## src/design/adpc_pkg.sv

```systemverilog
package adpc_pkg;

    // Field widths of the request and result channels.
    localparam int MODE_W   = 2;
    localparam int SAMPLE_W = 12;
    localparam int SCALED_W = 10;
    localparam int POS_W    = 10;
    localparam int TOL_W    = 12;

    // Configuration port layout.
    localparam int CFG_IDX_W  = 2;
    localparam int CFG_DATA_W = 12;

    // Default length of the averaging ring.
    localparam int AVG_DEPTH_DEFAULT = 8;

    // Stable readings needed to end a limit search.
    localparam int STABLE_W = 2;
    localparam logic [STABLE_W-1:0] STABLE_NEEDED = 2'd3;

    // Raw samples are divided by four before they enter the ring.
    localparam int SAMPLE_SHIFT = 2;

    typedef logic [MODE_W-1:0]    mode_t;
    typedef logic [CFG_IDX_W-1:0] cfg_idx_t;

    // Mode codes. The unused code behaves as track.
    localparam mode_t MODE_TRACK      = 2'd0;
    localparam mode_t MODE_SEARCH_MIN = 2'd1;
    localparam mode_t MODE_SEARCH_MAX = 2'd2;

    // Register indexes on the configuration port.
    localparam cfg_idx_t REG_TARGET_POSITION = 2'd0;
    localparam cfg_idx_t REG_TOLERANCE       = 2'd1;

endpackage

```

## src/design/adpc_if.sv

```systemverilog
// Request channel: one potentiometer sample with its mode.
interface adpc_cmd_if;
    logic                          valid;
    logic                          ready;
    adpc_pkg::mode_t               mode;
    logic [adpc_pkg::SAMPLE_W-1:0] sample;

    modport source (output valid, output mode, output sample, input ready);
    modport sink (input valid, input mode, input sample, output ready);
endinterface

// Result channel: drive commands, position and search report.
interface adpc_result_if;
    logic                          valid;
    logic                          ready;
    logic                          drive_right;
    logic                          drive_left;
    logic [adpc_pkg::POS_W-1:0]    position;
    logic                          search_done;
    logic [adpc_pkg::SAMPLE_W-1:0] limit_value;

    modport source (output valid, output drive_right, output drive_left, output position,
                    output search_done, output limit_value, input ready);
    modport sink (input valid, input drive_right, input drive_left, input position,
                  input search_done, input limit_value, output ready);
endinterface

// Configuration write channel.
interface adpc_cfg_if;
    logic                            valid;
    logic                            ready;
    adpc_pkg::cfg_idx_t              index;
    logic [adpc_pkg::CFG_DATA_W-1:0] data;

    modport source (output valid, output index, output data, input ready);
    modport sink (input valid, input index, input data, output ready);
endinterface

```

## src/design/averaged_deadband_position_control_core.sv

```systemverilog
// Averaged deadband position controller. Each request carries a 12-bit potentiometer
// sample and a mode. Track requests push sample/4 into a ring of the last AVG_DEPTH
// values and steer the motor toward the target position with a deadband of tolerance;
// search requests drive toward one end and report the raw extreme once three readings
// in a row show no move beyond the tolerance. One request is taken every cycle while the
// result side does not stall; a result passes through stages 1, 2 and 3 and the output
// register, and a stalled result side holds the pipeline and then the request side.
// The ring lives in a memory with one read and one write per cycle, and the running sum
// is kept in a register, so the ring read and sum update set the pipeline's first stage.
// The average is formed by a reciprocal multiply in the following two stages. The ring
// reads as all zeros after reset without any clearing pass. Configuration writes are
// always accepted and must be made while no request is in flight.
module averaged_deadband_position_control_core #(
    parameter int AVG_DEPTH = adpc_pkg::AVG_DEPTH_DEFAULT
) (
    input  logic          clk,
    input  logic          rst_n,
    adpc_cmd_if.sink      cmd,
    adpc_result_if.source result,
    adpc_cfg_if.sink      cfg
);

    localparam int IDX_W   = (AVG_DEPTH > 1) ? $clog2(AVG_DEPTH) : 1;
    localparam int SUM_W   = $clog2(AVG_DEPTH * 1023 + 1);
    localparam int DIV_L   = $clog2(AVG_DEPTH);
    localparam int SHIFT   = SUM_W + DIV_L;
    localparam int MULT_W  = SUM_W + 1;
    localparam int PROD_W  = SUM_W + MULT_W;
    localparam longint MULT_VAL = ((64'd1 << SHIFT) + AVG_DEPTH - 1) / AVG_DEPTH;
    localparam logic [MULT_W-1:0] MULT = MULT_W'(MULT_VAL);
    localparam logic [IDX_W-1:0]  LAST_IDX = IDX_W'(AVG_DEPTH - 1);

    localparam int SAMPLE_W = adpc_pkg::SAMPLE_W;
    localparam int SCALED_W = adpc_pkg::SCALED_W;
    localparam int POS_W    = adpc_pkg::POS_W;
    localparam int TOL_W    = adpc_pkg::TOL_W;
    localparam int STABLE_W = adpc_pkg::STABLE_W;

    // Configuration registers.
    logic [POS_W-1:0] target_reg;
    logic [TOL_W-1:0] tolerance_reg;

    // Ring bookkeeping and search state.
    logic [IDX_W-1:0]    write_index_reg;
    logic [SUM_W-1:0]    sum_reg;
    logic                search_active_reg;
    logic                search_toward_min_reg;
    logic [SAMPLE_W-1:0] extreme_reg;
    logic [STABLE_W-1:0] stable_count_reg;

    // Stage 1: ring read data arrives.
    logic                s1_valid_reg;
    adpc_pkg::mode_t     s1_mode_reg;
    logic [SAMPLE_W-1:0] s1_sample_reg;
    logic [IDX_W-1:0]    s1_addr_reg;

    // Stage 2: updated sum and search decision.
    logic                s2_valid_reg;
    logic [SUM_W-1:0]    s2_sum_reg;
    logic                s2_track_reg;
    logic                s2_right_reg;
    logic                s2_left_reg;
    logic                s2_done_reg;
    logic [SAMPLE_W-1:0] s2_limit_reg;

    // Stage 3: reciprocal product.
    logic                s3_valid_reg;
    logic [PROD_W-1:0]   s3_prod_reg;
    logic                s3_track_reg;
    logic                s3_right_reg;
    logic                s3_left_reg;
    logic                s3_done_reg;
    logic [SAMPLE_W-1:0] s3_limit_reg;

    // Output register.
    logic                out_valid_reg;
    logic                out_right_reg;
    logic                out_left_reg;
    logic [POS_W-1:0]    out_pos_reg;
    logic                out_done_reg;
    logic [SAMPLE_W-1:0] out_limit_reg;

    logic load_out, fire3, load3, fire2, load2, fire1, load1, accept;
    logic cmd_track;
    logic [SCALED_W-1:0] ring_old;

    // Pipeline flow: a stage takes a new request when empty or when it moves on.
    always_comb
    begin
        load_out = !out_valid_reg || result.ready;
        fire3    = s3_valid_reg && load_out;
        load3    = !s3_valid_reg || fire3;
        fire2    = s2_valid_reg && load3;
        load2    = !s2_valid_reg || fire2;
        fire1    = s1_valid_reg && load2;
        load1    = !s1_valid_reg || fire1;
        accept   = cmd.valid && load1;
    end

    assign cmd.ready = load1;
    assign cfg.ready = 1'b1;
    assign cmd_track = (cmd.mode != adpc_pkg::MODE_SEARCH_MIN)
                    && (cmd.mode != adpc_pkg::MODE_SEARCH_MAX);

    // Configuration writes.
    always_ff @(posedge clk or negedge rst_n)
    begin
        if (!rst_n)
        begin
            target_reg    <= '0;
            tolerance_reg <= '0;
        end
        else if (cfg.valid)
        begin
            priority if (cfg.index == adpc_pkg::REG_TARGET_POSITION)
            begin
                target_reg <= cfg.data[POS_W-1:0];
            end
            else if (cfg.index == adpc_pkg::REG_TOLERANCE)
            begin
                tolerance_reg <= cfg.data[TOL_W-1:0];
            end
            else
            begin
                target_reg <= target_reg;
            end
        end
    end

    // Stage 1 logic: sum update and search step.
    logic                s1_track;
    logic                s1_to_min;
    logic [SCALED_W-1:0] s1_scaled;
    logic [SUM_W-1:0]    s1_sum_upd;
    logic                moved;
    logic [STABLE_W-1:0] count_inc;
    logic                search_active_next;
    logic                search_toward_min_next;
    logic [SAMPLE_W-1:0] extreme_next;
    logic [STABLE_W-1:0] stable_count_next;
    logic                s1_right, s1_left, s1_done;
    logic [SAMPLE_W-1:0] s1_limit;

    adpc_ring_mem #(
        .AVG_DEPTH (AVG_DEPTH)
    ) u_ring (
        .clk     (clk),
        .rst_n   (rst_n),
        .rd_en   (accept),
        .rd_addr (write_index_reg),
        .wr_en   (fire1 && s1_track),
        .wr_addr (s1_addr_reg),
        .wr_data (s1_scaled),
        .rd_data (ring_old)
    );

    always_comb
    begin
        s1_track   = (s1_mode_reg != adpc_pkg::MODE_SEARCH_MIN)
                  && (s1_mode_reg != adpc_pkg::MODE_SEARCH_MAX);
        s1_to_min  = (s1_mode_reg == adpc_pkg::MODE_SEARCH_MIN);
        s1_scaled  = s1_sample_reg[SAMPLE_W-1:adpc_pkg::SAMPLE_SHIFT];
        s1_sum_upd = sum_reg - SUM_W'(ring_old) + SUM_W'(s1_scaled);

        if (s1_to_min)
        begin
            moved = ({1'b0, s1_sample_reg} + {1'b0, tolerance_reg}) < {1'b0, extreme_reg};
        end
        else
        begin
            moved = {1'b0, s1_sample_reg} > ({1'b0, extreme_reg} + {1'b0, tolerance_reg});
        end
        count_inc = stable_count_reg + STABLE_W'(1);

        search_active_next     = search_active_reg;
        search_toward_min_next = search_toward_min_reg;
        extreme_next           = extreme_reg;
        stable_count_next      = stable_count_reg;
        s1_right               = 1'b0;
        s1_left                = 1'b0;
        s1_done                = 1'b0;
        s1_limit               = '0;

        if (s1_track)
        begin
            // A track request cancels any search.
            search_active_next = 1'b0;
            stable_count_next  = '0;
        end
        else if (!search_active_reg || (search_toward_min_reg != s1_to_min))
        begin
            // First request of a search seeds the extreme.
            search_active_next     = 1'b1;
            search_toward_min_next = s1_to_min;
            extreme_next           = s1_sample_reg;
            stable_count_next      = '0;
            s1_left                = s1_to_min;
            s1_right               = !s1_to_min;
        end
        else if (moved)
        begin
            extreme_next      = s1_sample_reg;
            stable_count_next = '0;
            s1_left           = s1_to_min;
            s1_right          = !s1_to_min;
        end
        else if (count_inc == adpc_pkg::STABLE_NEEDED)
        begin
            // Enough stable readings: stop and report the limit.
            search_active_next = 1'b0;
            stable_count_next  = '0;
            s1_done            = 1'b1;
            s1_limit           = extreme_reg;
        end
        else
        begin
            stable_count_next = count_inc;
            s1_left           = s1_to_min;
            s1_right          = !s1_to_min;
        end
    end

    // Control state of the ring and search.
    always_ff @(posedge clk or negedge rst_n)
    begin
        if (!rst_n)
        begin
            write_index_reg       <= '0;
            sum_reg               <= '0;
            search_active_reg     <= 1'b0;
            search_toward_min_reg <= 1'b0;
            extreme_reg           <= '0;
            stable_count_reg      <= '0;
        end
        else
        begin
            if (accept && cmd_track)
            begin
                write_index_reg <= (write_index_reg == LAST_IDX) ? '0
                                 : write_index_reg + IDX_W'(1);
            end
            if (fire1)
            begin
                if (s1_track)
                begin
                    sum_reg <= s1_sum_upd;
                end
                search_active_reg     <= search_active_next;
                search_toward_min_reg <= search_toward_min_next;
                extreme_reg           <= extreme_next;
                stable_count_reg      <= stable_count_next;
            end
        end
    end

    // Stage valid flags.
    always_ff @(posedge clk or negedge rst_n)
    begin
        if (!rst_n)
        begin
            s1_valid_reg  <= 1'b0;
            s2_valid_reg  <= 1'b0;
            s3_valid_reg  <= 1'b0;
            out_valid_reg <= 1'b0;
        end
        else
        begin
            if (load1)
            begin
                s1_valid_reg <= accept;
            end
            if (load2)
            begin
                s2_valid_reg <= fire1;
            end
            if (load3)
            begin
                s3_valid_reg <= fire2;
            end
            if (load_out)
            begin
                out_valid_reg <= fire3;
            end
        end
    end

    // Stage 3 logic: average and deadband compare.
    logic [POS_W-1:0] pos3;
    logic [POS_W-1:0] diff3;
    logic             out_right_next, out_left_next;

    always_comb
    begin
        pos3  = s3_prod_reg[SHIFT +: POS_W];
        diff3 = (target_reg > pos3) ? (target_reg - pos3) : (pos3 - target_reg);
        if (!s3_track_reg)
        begin
            out_right_next = s3_right_reg;
            out_left_next  = s3_left_reg;
        end
        else if ({{(TOL_W-POS_W){1'b0}}, diff3} <= tolerance_reg)
        begin
            out_right_next = 1'b0;
            out_left_next  = 1'b0;
        end
        else
        begin
            out_right_next = target_reg > pos3;
            out_left_next  = !(target_reg > pos3);
        end
    end

    // Stage payloads.
    always_ff @(posedge clk)
    begin
        if (accept)
        begin
            s1_mode_reg   <= cmd.mode;
            s1_sample_reg <= cmd.sample;
            s1_addr_reg   <= write_index_reg;
        end
        if (fire1)
        begin
            s2_sum_reg   <= s1_track ? s1_sum_upd : sum_reg;
            s2_track_reg <= s1_track;
            s2_right_reg <= s1_right;
            s2_left_reg  <= s1_left;
            s2_done_reg  <= s1_done;
            s2_limit_reg <= s1_limit;
        end
        if (fire2)
        begin
            s3_prod_reg  <= PROD_W'(s2_sum_reg) * PROD_W'(MULT);
            s3_track_reg <= s2_track_reg;
            s3_right_reg <= s2_right_reg;
            s3_left_reg  <= s2_left_reg;
            s3_done_reg  <= s2_done_reg;
            s3_limit_reg <= s2_limit_reg;
        end
        if (fire3)
        begin
            out_right_reg <= out_right_next;
            out_left_reg  <= out_left_next;
            out_pos_reg   <= pos3;
            out_done_reg  <= s3_done_reg;
            out_limit_reg <= s3_limit_reg;
        end
    end

    assign result.valid       = out_valid_reg;
    assign result.drive_right = out_right_reg;
    assign result.drive_left  = out_left_reg;
    assign result.position    = out_pos_reg;
    assign result.search_done = out_done_reg;
    assign result.limit_value = out_limit_reg;

endmodule

```

## src/design/adpc_ring_mem.sv

```systemverilog
module adpc_ring_mem #(
    parameter int AVG_DEPTH = adpc_pkg::AVG_DEPTH_DEFAULT,
    localparam int IDX_W = (AVG_DEPTH > 1) ? $clog2(AVG_DEPTH) : 1
) (
    input  logic                          clk,
    input  logic                          rst_n,
    input  logic                          rd_en,
    input  logic [IDX_W-1:0]              rd_addr,
    input  logic                          wr_en,
    input  logic [IDX_W-1:0]              wr_addr,
    input  logic [adpc_pkg::SCALED_W-1:0] wr_data,
    output logic [adpc_pkg::SCALED_W-1:0] rd_data
);

    logic [adpc_pkg::SCALED_W-1:0] mem [AVG_DEPTH];
    logic [AVG_DEPTH-1:0]          valid_reg;
    logic [adpc_pkg::SCALED_W-1:0] mem_rd_reg;
    logic                          entry_valid_reg;
    logic                          bypass_reg;
    logic [adpc_pkg::SCALED_W-1:0] bypass_data_reg;

    // Memory write port.
    always_ff @(posedge clk)
    begin
        if (wr_en)
        begin
            mem[wr_addr] <= wr_data;
        end
    end

    // Registered memory read port.
    always_ff @(posedge clk)
    begin
        if (rd_en)
        begin
            mem_rd_reg <= mem[rd_addr];
        end
    end

    // Written-entry flags; an entry never written reads as zero.
    always_ff @(posedge clk or negedge rst_n)
    begin
        if (!rst_n)
        begin
            valid_reg       <= '0;
            entry_valid_reg <= 1'b0;
            bypass_reg      <= 1'b0;
        end
        else
        begin
            if (wr_en)
            begin
                valid_reg[wr_addr] <= 1'b1;
            end
            if (rd_en)
            begin
                entry_valid_reg <= valid_reg[rd_addr];
                bypass_reg      <= wr_en && (wr_addr == rd_addr);
            end
        end
    end

    // A write to the entry being read in the same cycle is forwarded.
    always_ff @(posedge clk)
    begin
        if (rd_en)
        begin
            bypass_data_reg <= wr_data;
        end
    end

    always_comb
    begin
        priority if (bypass_reg)
        begin
            rd_data = bypass_data_reg;
        end
        else if (entry_valid_reg)
        begin
            rd_data = mem_rd_reg;
        end
        else
        begin
            rd_data = '0;
        end
    end

endmodule
```

## src/flat_wrapper.sv

```systemverilog
// flat-port wrapper written by rule: the top's interface ports become plain ports
module averaged_deadband_position_control_core_flat 
#(
    parameter int AVG_DEPTH = adpc_pkg::AVG_DEPTH_DEFAULT
)
  (clk, rst_n, cmd_valid, cmd_mode, cmd_sample, cmd_ready, result_valid, result_drive_right, result_drive_left, result_position, result_search_done, result_limit_value, result_ready, cfg_valid, cfg_index, cfg_data, cfg_ready);
  adpc_cmd_if cmd_i ();
  adpc_result_if result_i ();
  adpc_cfg_if cfg_i ();
  input  logic clk;
  input  logic rst_n;
  input wire logic [$bits(cmd_i.valid)-1:0] cmd_valid;
  input wire logic [$bits(cmd_i.mode)-1:0] cmd_mode;
  input wire logic [$bits(cmd_i.sample)-1:0] cmd_sample;
  output wire logic [$bits(cmd_i.ready)-1:0] cmd_ready;
  output wire logic [$bits(result_i.valid)-1:0] result_valid;
  output wire logic [$bits(result_i.drive_right)-1:0] result_drive_right;
  output wire logic [$bits(result_i.drive_left)-1:0] result_drive_left;
  output wire logic [$bits(result_i.position)-1:0] result_position;
  output wire logic [$bits(result_i.search_done)-1:0] result_search_done;
  output wire logic [$bits(result_i.limit_value)-1:0] result_limit_value;
  input wire logic [$bits(result_i.ready)-1:0] result_ready;
  input wire logic [$bits(cfg_i.valid)-1:0] cfg_valid;
  input wire logic [$bits(cfg_i.index)-1:0] cfg_index;
  input wire logic [$bits(cfg_i.data)-1:0] cfg_data;
  output wire logic [$bits(cfg_i.ready)-1:0] cfg_ready;
  assign cmd_i.valid = cmd_valid;
  assign cmd_i.mode = cmd_mode;
  assign cmd_i.sample = cmd_sample;
  assign cmd_ready = cmd_i.ready;
  assign result_valid = result_i.valid;
  assign result_drive_right = result_i.drive_right;
  assign result_drive_left = result_i.drive_left;
  assign result_position = result_i.position;
  assign result_search_done = result_i.search_done;
  assign result_limit_value = result_i.limit_value;
  assign result_i.ready = result_ready;
  assign cfg_i.valid = cfg_valid;
  assign cfg_i.index = cfg_index;
  assign cfg_i.data = cfg_data;
  assign cfg_ready = cfg_i.ready;
  averaged_deadband_position_control_core #(.AVG_DEPTH(AVG_DEPTH)) u_core (.clk(clk), .rst_n(rst_n), .cmd(cmd_i), .result(result_i), .cfg(cfg_i));
endmodule
```

## config.mk

```make
export PLATFORM = sky130hd
export DESIGN_NAME = averaged_deadband_position_control_core_flat
export DESIGN_NICKNAME = d
export VERILOG_FILES = /design/src/design/adpc_pkg.sv /design/src/design/adpc_if.sv /design/src/design/averaged_deadband_position_control_core.sv /design/src/design/adpc_ring_mem.sv /design/src/flat_wrapper.sv
export SDC_FILE = /design/constraint.sdc
export NUM_CORES = 1
export LEC_CHECK = 0
export ABC_AREA = 1
export BUFFER_PORTS_ARGS = -buffer_cell sky130_fd_sc_hd__buf_2
export CORE_ASPECT_RATIO = 1.2
export CORE_MARGIN = 2
export CORE_UTILIZATION = 57
export DETAILED_ROUTE_END_ITERATION = 7
export PLACE_DENSITY = 0.85
export SETUP_SLACK_MARGIN = 0.3
export SLEW_MARGIN = 5
export SYNTH_ARGS = -nofsm -noshare
export SYNTH_HDL_FRONTEND = slang
export SYNTH_SLANG_ARGS = --single-unit
```

## constraint.sdc

```tcl
create_clock -name clk -period 4.7 [get_ports clk]
set_input_delay 0.705 -clock clk [delete_from_list [all_inputs] [get_ports clk]]
set_output_delay 0.705 -clock clk [all_outputs]
set_load 0.005 [all_outputs]
```

# ---- Word-level counts from Yosys, hierarchy flattened
# Memories as Yosys holds them, arrays and structs flattened. A register that Yosys moved wholly into a read port is not among the register bits.
# Index checks and enable logic that the tools add are counted.
dict set report totals {
  reg_bits 178
  ramBits 80
  output_inout_bits 28
  n_memories 1
}
dict set report op_classes {
  n_addsub 8
  order_cmp 7
  eq_ne 11
  mux 33
  bitwise_logic 4
  n_reduce_logical 32
}
# memory words word_bits read_ports rd_clocked_by_memory_dff wr line_no
set memory_table {}
lappend memory_table {u_core.u_ring.mem 8 10 1 1 1 adpc_ring_mem.sv:15} ;# logic [adpc_pkg::SCALED_W-1:0] mem [AVG_DEPTH];
# operator count
set ops {}
lappend ops {{10-bit two-way mux} 3}
lappend ops {{12-bit by 12-bit adder with 13-bit output} 2}
lappend ops {{12-bit two-way mux} 2}
lappend ops {{1-bit two-way mux} 20}
lappend ops {{10-bit subtractor} 2}
lappend ops {{13-bit by 10-bit adder with 13-bit output} 1}
lappend ops {{12-bit by 13-bit > comparator with 1-bit output} 1}
lappend ops {{13-bit by 12-bit less-than comparator with 1-bit output} 1}
lappend ops {{13-bit two-way mux} 1}
lappend ops {{13-bit by 10-bit subtractor with 13-bit output} 1}
lappend ops {{10-bit by 12-bit <= comparator with 1-bit output} 1}
lappend ops {{3-bit AND reduction} 4}
lappend ops {{10-bit > comparator} 1}
lappend ops {{1-bit logical AND} 10}
lappend ops {{3-bit by 4-bit less-than comparator with 1-bit output (second input constant)} 2}
lappend ops {{2-bit two-way mux} 4}
lappend ops {{8-bit bitwise OR} 1}
lappend ops {{1-bit logical NOT} 7}
lappend ops {{1-bit logical OR} 5}
lappend ops {{2-bit by 1-bit equality test with 1-bit output (second input constant)} 2}
lappend ops {{2-bit by 1-bit != test with 1-bit output (second input constant)} 2}
lappend ops {{2-bit != test (second input constant)} 2}
lappend ops {{4-bit OR reduction} 1}
lappend ops {{3-bit by 1-bit adder with 3-bit output (second input constant)} 1}
lappend ops {{other kinds (16)} 18}

# ---- Longest topological paths before layout
dict set report logic_depth {
  depth_word 10
  mapped_depth 23
}

# ---- By module
# Synthesis repeated with hierarchy kept, for this count alone.
dict set report hier_totals {
  cells_unflattened 1328
  area_unflattened_um2 13475.4
}
# mod n_inst cells_per_inst area_each_um2
set by_module_without_submodules {}
lappend by_module_without_submodules {averaged_deadband_position_control_core 1 966 9052.4}
lappend by_module_without_submodules {adpc_ring_mem 1 362 4423.0}

# ---- Worst setup path after synthesis
# No wires, ideal clock.
dict set report synth_timing {
  path_kind {input to register}
  start {input result_ready}
  end {register u_core.write_index_reg[1]}
  setup_time_ps 83
  arrival_time_ps 3496
  required_ps 4617
  slack_ps 1122
  path_stages 12
  path_buffers 0
  path_cell_list {nor2_1 -> inv_1 -> nor2_1 -> inv_1 -> nor2_1 -> inv_1 -> nor2_1 -> nor2_1 -> inv_1 -> a21oi_1 -> nand3_1 -> o21ai_0}
}
dict set report synth_between {
  elab_chain_cells 9
}
# element line_no
set synth_rtl {}
lappend synth_rtl {{start, declared} flat_wrapper.sv:22} ;# input wire logic [$bits(result_i.ready)-1:0] result_ready;
lappend synth_rtl {{1-bit logical OR} averaged_deadband_position_control_core.sv:90} ;# load_out = !out_valid_reg || result.ready;
lappend synth_rtl {{1-bit logical AND} averaged_deadband_position_control_core.sv:91} ;# fire3 = s3_valid_reg && load_out;
lappend synth_rtl {{1-bit logical OR} averaged_deadband_position_control_core.sv:92} ;# load3 = !s3_valid_reg || fire3;
lappend synth_rtl {{1-bit logical AND} averaged_deadband_position_control_core.sv:93} ;# fire2 = s2_valid_reg && load3;
lappend synth_rtl {{1-bit logical OR} averaged_deadband_position_control_core.sv:94} ;# load2 = !s2_valid_reg || fire2;
lappend synth_rtl {{1-bit logical AND} averaged_deadband_position_control_core.sv:95} ;# fire1 = s1_valid_reg && load2;
lappend synth_rtl {{1-bit logical OR} averaged_deadband_position_control_core.sv:96} ;# load1 = !s1_valid_reg || fire1;
lappend synth_rtl {{1-bit logical AND} averaged_deadband_position_control_core.sv:97} ;# accept = cmd.valid && load1;
lappend synth_rtl {{via u_core.accept} averaged_deadband_position_control_core.sv:83} ;# logic load_out, fire3, load3, fire2, load2, fire1, load1, accept;
lappend synth_rtl {{1-bit logical AND} averaged_deadband_position_control_core.sv:237} ;# if (accept && cmd_track)
lappend synth_rtl {{end signal, assigned} averaged_deadband_position_control_core.sv:239} ;# write_index_reg <= (write_index_reg == LAST_IDX) ? '0
lappend synth_rtl {{end, declared} averaged_deadband_position_control_core.sv:44} ;# logic [IDX_W-1:0] write_index_reg;
# The timed path passes the listed nets, and every way through them passes these cells.
# A chain may end at the register's enable or synchronous reset.

# ---- Final worst setup path
dict set report layout_timing {
  start {register u_core.s1_sample_reg[4]}
  end {register u_core.s2_limit_reg[8] (data pin)}
}
dict set report layout_between {
  elab_chain_cells 4
  elab_cells_between_ends 5
  cone_classes {add/sub (1); order compare (2); mux (1); reduce/logical (1)}
}
# element line_no
set layout_rtl {}
lappend layout_rtl {{start, declared} averaged_deadband_position_control_core.sv:54} ;# logic [SAMPLE_W-1:0] s1_sample_reg;
lappend layout_rtl {{start signal, assigned} averaged_deadband_position_control_core.sv:319} ;# s1_sample_reg <= cmd.sample;
lappend layout_rtl {{12-bit by 12-bit adder with 13-bit output} averaged_deadband_position_control_core.sv:167} ;# moved = ({1'b0, s1_sample_reg} + {1'b0, tolerance_reg}) < {1'b0, extreme_reg};
lappend layout_rtl {{13-bit by 12-bit less-than comparator with 1-bit output} averaged_deadband_position_control_core.sv:167}
lappend layout_rtl {{1-bit two-way mux *} averaged_deadband_position_control_core.sv:165} ;# if (s1_to_min)
lappend layout_rtl {{4-bit OR reduction (no source line) *} --}
lappend layout_rtl {{end signal, assigned} averaged_deadband_position_control_core.sv:329} ;# s2_limit_reg <= s1_limit;
lappend layout_rtl {{end, declared} averaged_deadband_position_control_core.sv:64} ;# logic [SAMPLE_W-1:0] s2_limit_reg;
# Mark *: on every way between the ends. The rest lies on a longest branch, timed or not.

==> results.md <==
* All-layer global routing usage at between 20% and 30%
* Worst-Margin Slew at roughly 1.2 ns
* Reported max-cap violation count at 0
* Reg with most FFs: u_core.u_ring.mem
* Placed cells at approximately 1700
* Final non-filler cell total at roughly 1700
* Reg area at about 0.0075 mm^2
* Finished Cell Area at between 0.01 and 0.015 mm^2
* Total gr overflow at 0
* Routed wire length per instance at 17.0 um
* Die area at between 0.02 and 0.025 mm^2
* Post-synth EDFFs at ~190
* Crit path launch type: register
* Place WS at approximately 1.2 ns
* Post-synth top flop: edfxtp_1
* Layout fillers at 1767
* Worst Hold Class: in2async
* Synth warn at 0
* Post-Synth XOR/XNOR Area at 2.68%
* 1st-iter DRT viols at 640
* Mux share of post-synthesis cell area at less than 1%
* Layout Nets at between 1500 and 2000
* Num CTS Buffers at 27
* Avg Inst Size Synth at approximately 10 um^2
* Post-synthesis cell type count at 51
* Total power at approximately 9.6 mW
* Cells along the critical path: ha_1, a21oi_1, nand2_1, nor2_1, o21ai_0, a21o_1, a21oi_1, xor2_1, inv_1, ha_1, and3_2, nand4_2, nand4_4, nand4_2, nor2_1
* Num ports at a little over 60
* Reg clk slew, reported paths at 0.06 ns
* Vias in the first global route at around 9400
* First-pass GRT wire length at ~46000 um
* Post-Synth Simple-Gate Area at between 10% and 20%
* Seq pwr share at 34.7%
* FFs w/ async S/R, synth at about 26%
* Max FFs per register at 80
* Worst rel slew slack at approximately 22%
* Clock root buffer: clkbuf_16
* LEAKAGE at ~6.6 nW
* Die Span Y at ~170 um
* Share of layout cells above drive strength 1 at a little under an eighth
* Site Rows at 61
* Drt pass-1 iters at 8
* Max Slew Vio Count at 0
* Synthesized flop and latch total at about 260
* Post-DRT Antenna Nets at 0
* Switching power at 3.78 mW
* Status: completed
* Syn Inst Count at 1306
* Cell Pwr Density at roughly 640 mW/mm^2
* Routability cong. at 0.949
* Logic pwr share at 44.0%
* Unrepaired setup endpoints after global routing: no
* Clock tree from TritonCTS: built
* Mapped Area at ~0.013 mm^2
* Clock sinks at around 260
* Antenna diode count at 0
* Final HPWL DP at 20800 um
* Fmax at 0.278 GHz
* Setup crit end kind: register
* Largest family of logic cells by synthesized area: simple AND/OR/NAND/NOR gates
* Post-synthesis sequential area ratio at a little under three fifths
* Synth Area in Compound Gates at 9.85%
* Setup TNS at 0 ns
* Final Hold Fails at 0
* Area occupied by multi-input gates at a little over 0.005 mm^2
* Synth Net Count at between 1000 and 1500
* Initial Util at between 50% and 60%
* Via-to-Cell Ratio at approximately 5.5
* Max Clock Skew at 0.0163 ns
* Clock share of power at between 20% and 30%
* Critical path class: reg2reg
* Post-synthesis adder-cell area fraction at 10.7%
* Clock Tree Buf Depth at 3
* Largest net degree at the start of global routing at 51
* DRT Wirelength at between 20000 and 30000 um
* Slowest cell on crit path: edfxtp_1
* Setup violators final at 0
* Synth-to-Final Area Change at 11.3%
* Htree depth at 1
* Tmin final at 3.59 ns
* Crit path required time at between 5 and 6 ns
* Crit-path max FO at 13
* Crit path DAT at about 4 ns
* VDD IR max at 0.389 mV
* Area after DPL at approximately 0.014 mm^2
* Final setup margin at about 1.1 ns
* Worst-Skew Late Latency at between 0.5 and 0.6 ns
* Final period utilization at between 70% and 80%
* Setup Fix Bufs, Post-CTS at 0
* Core ar. at 0.0231 mm^2
* FF-to-FF setup slack at between 1 and 1.5 ns
* DRC at 0
* Via count at roughly 9400
* Die X at roughly 140 um
* Hold Buf Count CTS at 0
* CTS resizes at 0
* Initial antenna violation count at 0
* Internal power at a little under 6 mW
* Port bufs at between 50 and 60
* Switching part of the total at between 30% and 40%
* Worst path max stage delay at around 0.56 ns
## worst paths after layout
check	from	to	cells after the start
worst min-delay path	rst_n	u_core.result.valid	1
worst min register to register	u_core.s3_limit_reg[9]	u_core.result.limit_value[9]	0
worst max-delay path	u_core.s1_sample_reg[4]	u_core.s2_limit_reg[8]	15
max in group asynchronous	rst_n	u_core.tolerance_reg[6]	2
worst max register to register	u_core.s1_sample_reg[4]	u_core.s2_limit_reg[8]	15
min in group clk	cmd_sample[10]	u_core.s1_sample_reg[10]	1
## synth_stat cells (5+ instances only)
cell / count / area share (%)
a31oi_1: 12 / 0.56
o21ai_0: 110 / 4.1
inv_1: 175 / 4.9
dfrtp_1: 68 / 13
ha_1: 92 / 8.6
nand3_1: 37 / 1.4
nand4_1: 6 / 0.28
o21ai_2: 11 / 0.72
nor2_1: 137 / 3.8
clkbuf_1: 25 / 0.70
xor2_1: 20 / 1.3
a21o_1: 7 / 0.39
or2_2: 6 / 0.28
fa_1: 14 / 2.1
o21bai_1: 6 / 0.34
edfxtp_1: 194 / 43
xnor2_1: 21 / 1.4
nand2_1: 238 / 6.7
a21oi_1: 56 / 2.1
o22ai_1: 15 / 0.70
nor3_1: 5 / 0.19
## layer usage
metal / part of all wire [%] / vias up / GRT usage (%) / wire length [um]
li1: - / 4531 / - / -
met2: 51 / 319 / 42.8 / 14900
met3: 6.2 / 104 / 3.07 / 1800
met1: 38 / 4429 / 29.2 / 11100
met4: 4.8 / 0 / 12.6 / 1410
met5: 0 / - / 0 / 0
## cell type report
| type | instances | share of cell area [%] |
|---|---|---|
| Clock buffer | 33 | 4.67 |
| Clock inverter | 16 | 1.01 |
| Inverter | 177 | 4.45 |
| Multi-Input combinational cell | 836 | 34.1 |
| Sequential cell | 262 | 50.4 |
| Tap cell | 315 | 2.64 |
| Timing Repair Buffer | 74 | 2.73 |
## worst max-delay path, delay by kind of cell, from the launching register on
| family | cells | cell delay (ns) |
|---|---|---|
| XOR/XNOR | 1 | 0.18 |
| AND/OR/NAND/NOR | 7 | 1.21 |
| flip-flops | 1 | 0.56 |
| adder cells (fa/ha/maj) | 2 | 0.72 |
| buffers and inverters | 1 | 0.06 |
| AO/OA/AOI/OAI | 4 | 0.69 |
## metrics by stage
step	hold WS, ns	util, %
global placement	0.401	61.0
floorplan	0.400	-
detailed placement	0.405	61.0
global route	0.220	64.6
finish	0.174	64.6
CTS	0.183	64.6
## cells by family (layout without fill, tap and decap cells)
group                    Yosys count  count (layout)
buffers and inverters            208             300
AND/OR/NAND/NOR                  455             455
flip-flops                       262             262
other                              1               1
AO/OA/AOI/OAI                    231             231
XOR/XNOR                          41              41
multiplexers                       2               2
adder cells (fa/ha/maj)          106             106
## power by group through the flow
| stage | Combinational, mW | Sequential [mW] | Clock (mW) |
|---|---|---|---|
| floorplan | 3.23 | 3.24 | 0 |
| global placement | 4.00 | 3.36 | 0 |
| detailed placement | 4.16 | 3.37 | 0 |
| CTS | 4.22 | 3.33 | 2.06 |
| global route | 4.82 | 3.38 | 2.16 |
| finish | 4.23 | 3.34 | 2.04 |
## cells in the final DEF, fill, tap and decap left out, types with 3 or more instances in the layout
master / instances
buf_2: 59
o21bai_1: 6
inv_1: 175
nand2_2: 4
nand4_2: 3
nor2_2: 3
clkbuf_1: 6
dfrtp_1: 68
or2_2: 6
nor2_1: 135
nand3_1: 37
nand4_1: 6
edfxtp_1: 194
a31oi_1: 12
xnor2_1: 21
clkinv_2: 6
o21ai_2: 11
o22ai_1: 15
clkinvlp_4: 3
clkbuf_16: 27
a21o_1: 7
fa_1: 14
ha_1: 92
xor2_1: 20
nand3b_1: 4
o21ai_0: 110
buf_4: 15
a211oi_1: 4
clkinv_4: 3
a21oi_1: 56
nor3_1: 5
nand2_1: 238
Power figures use the tool's default switching activity.
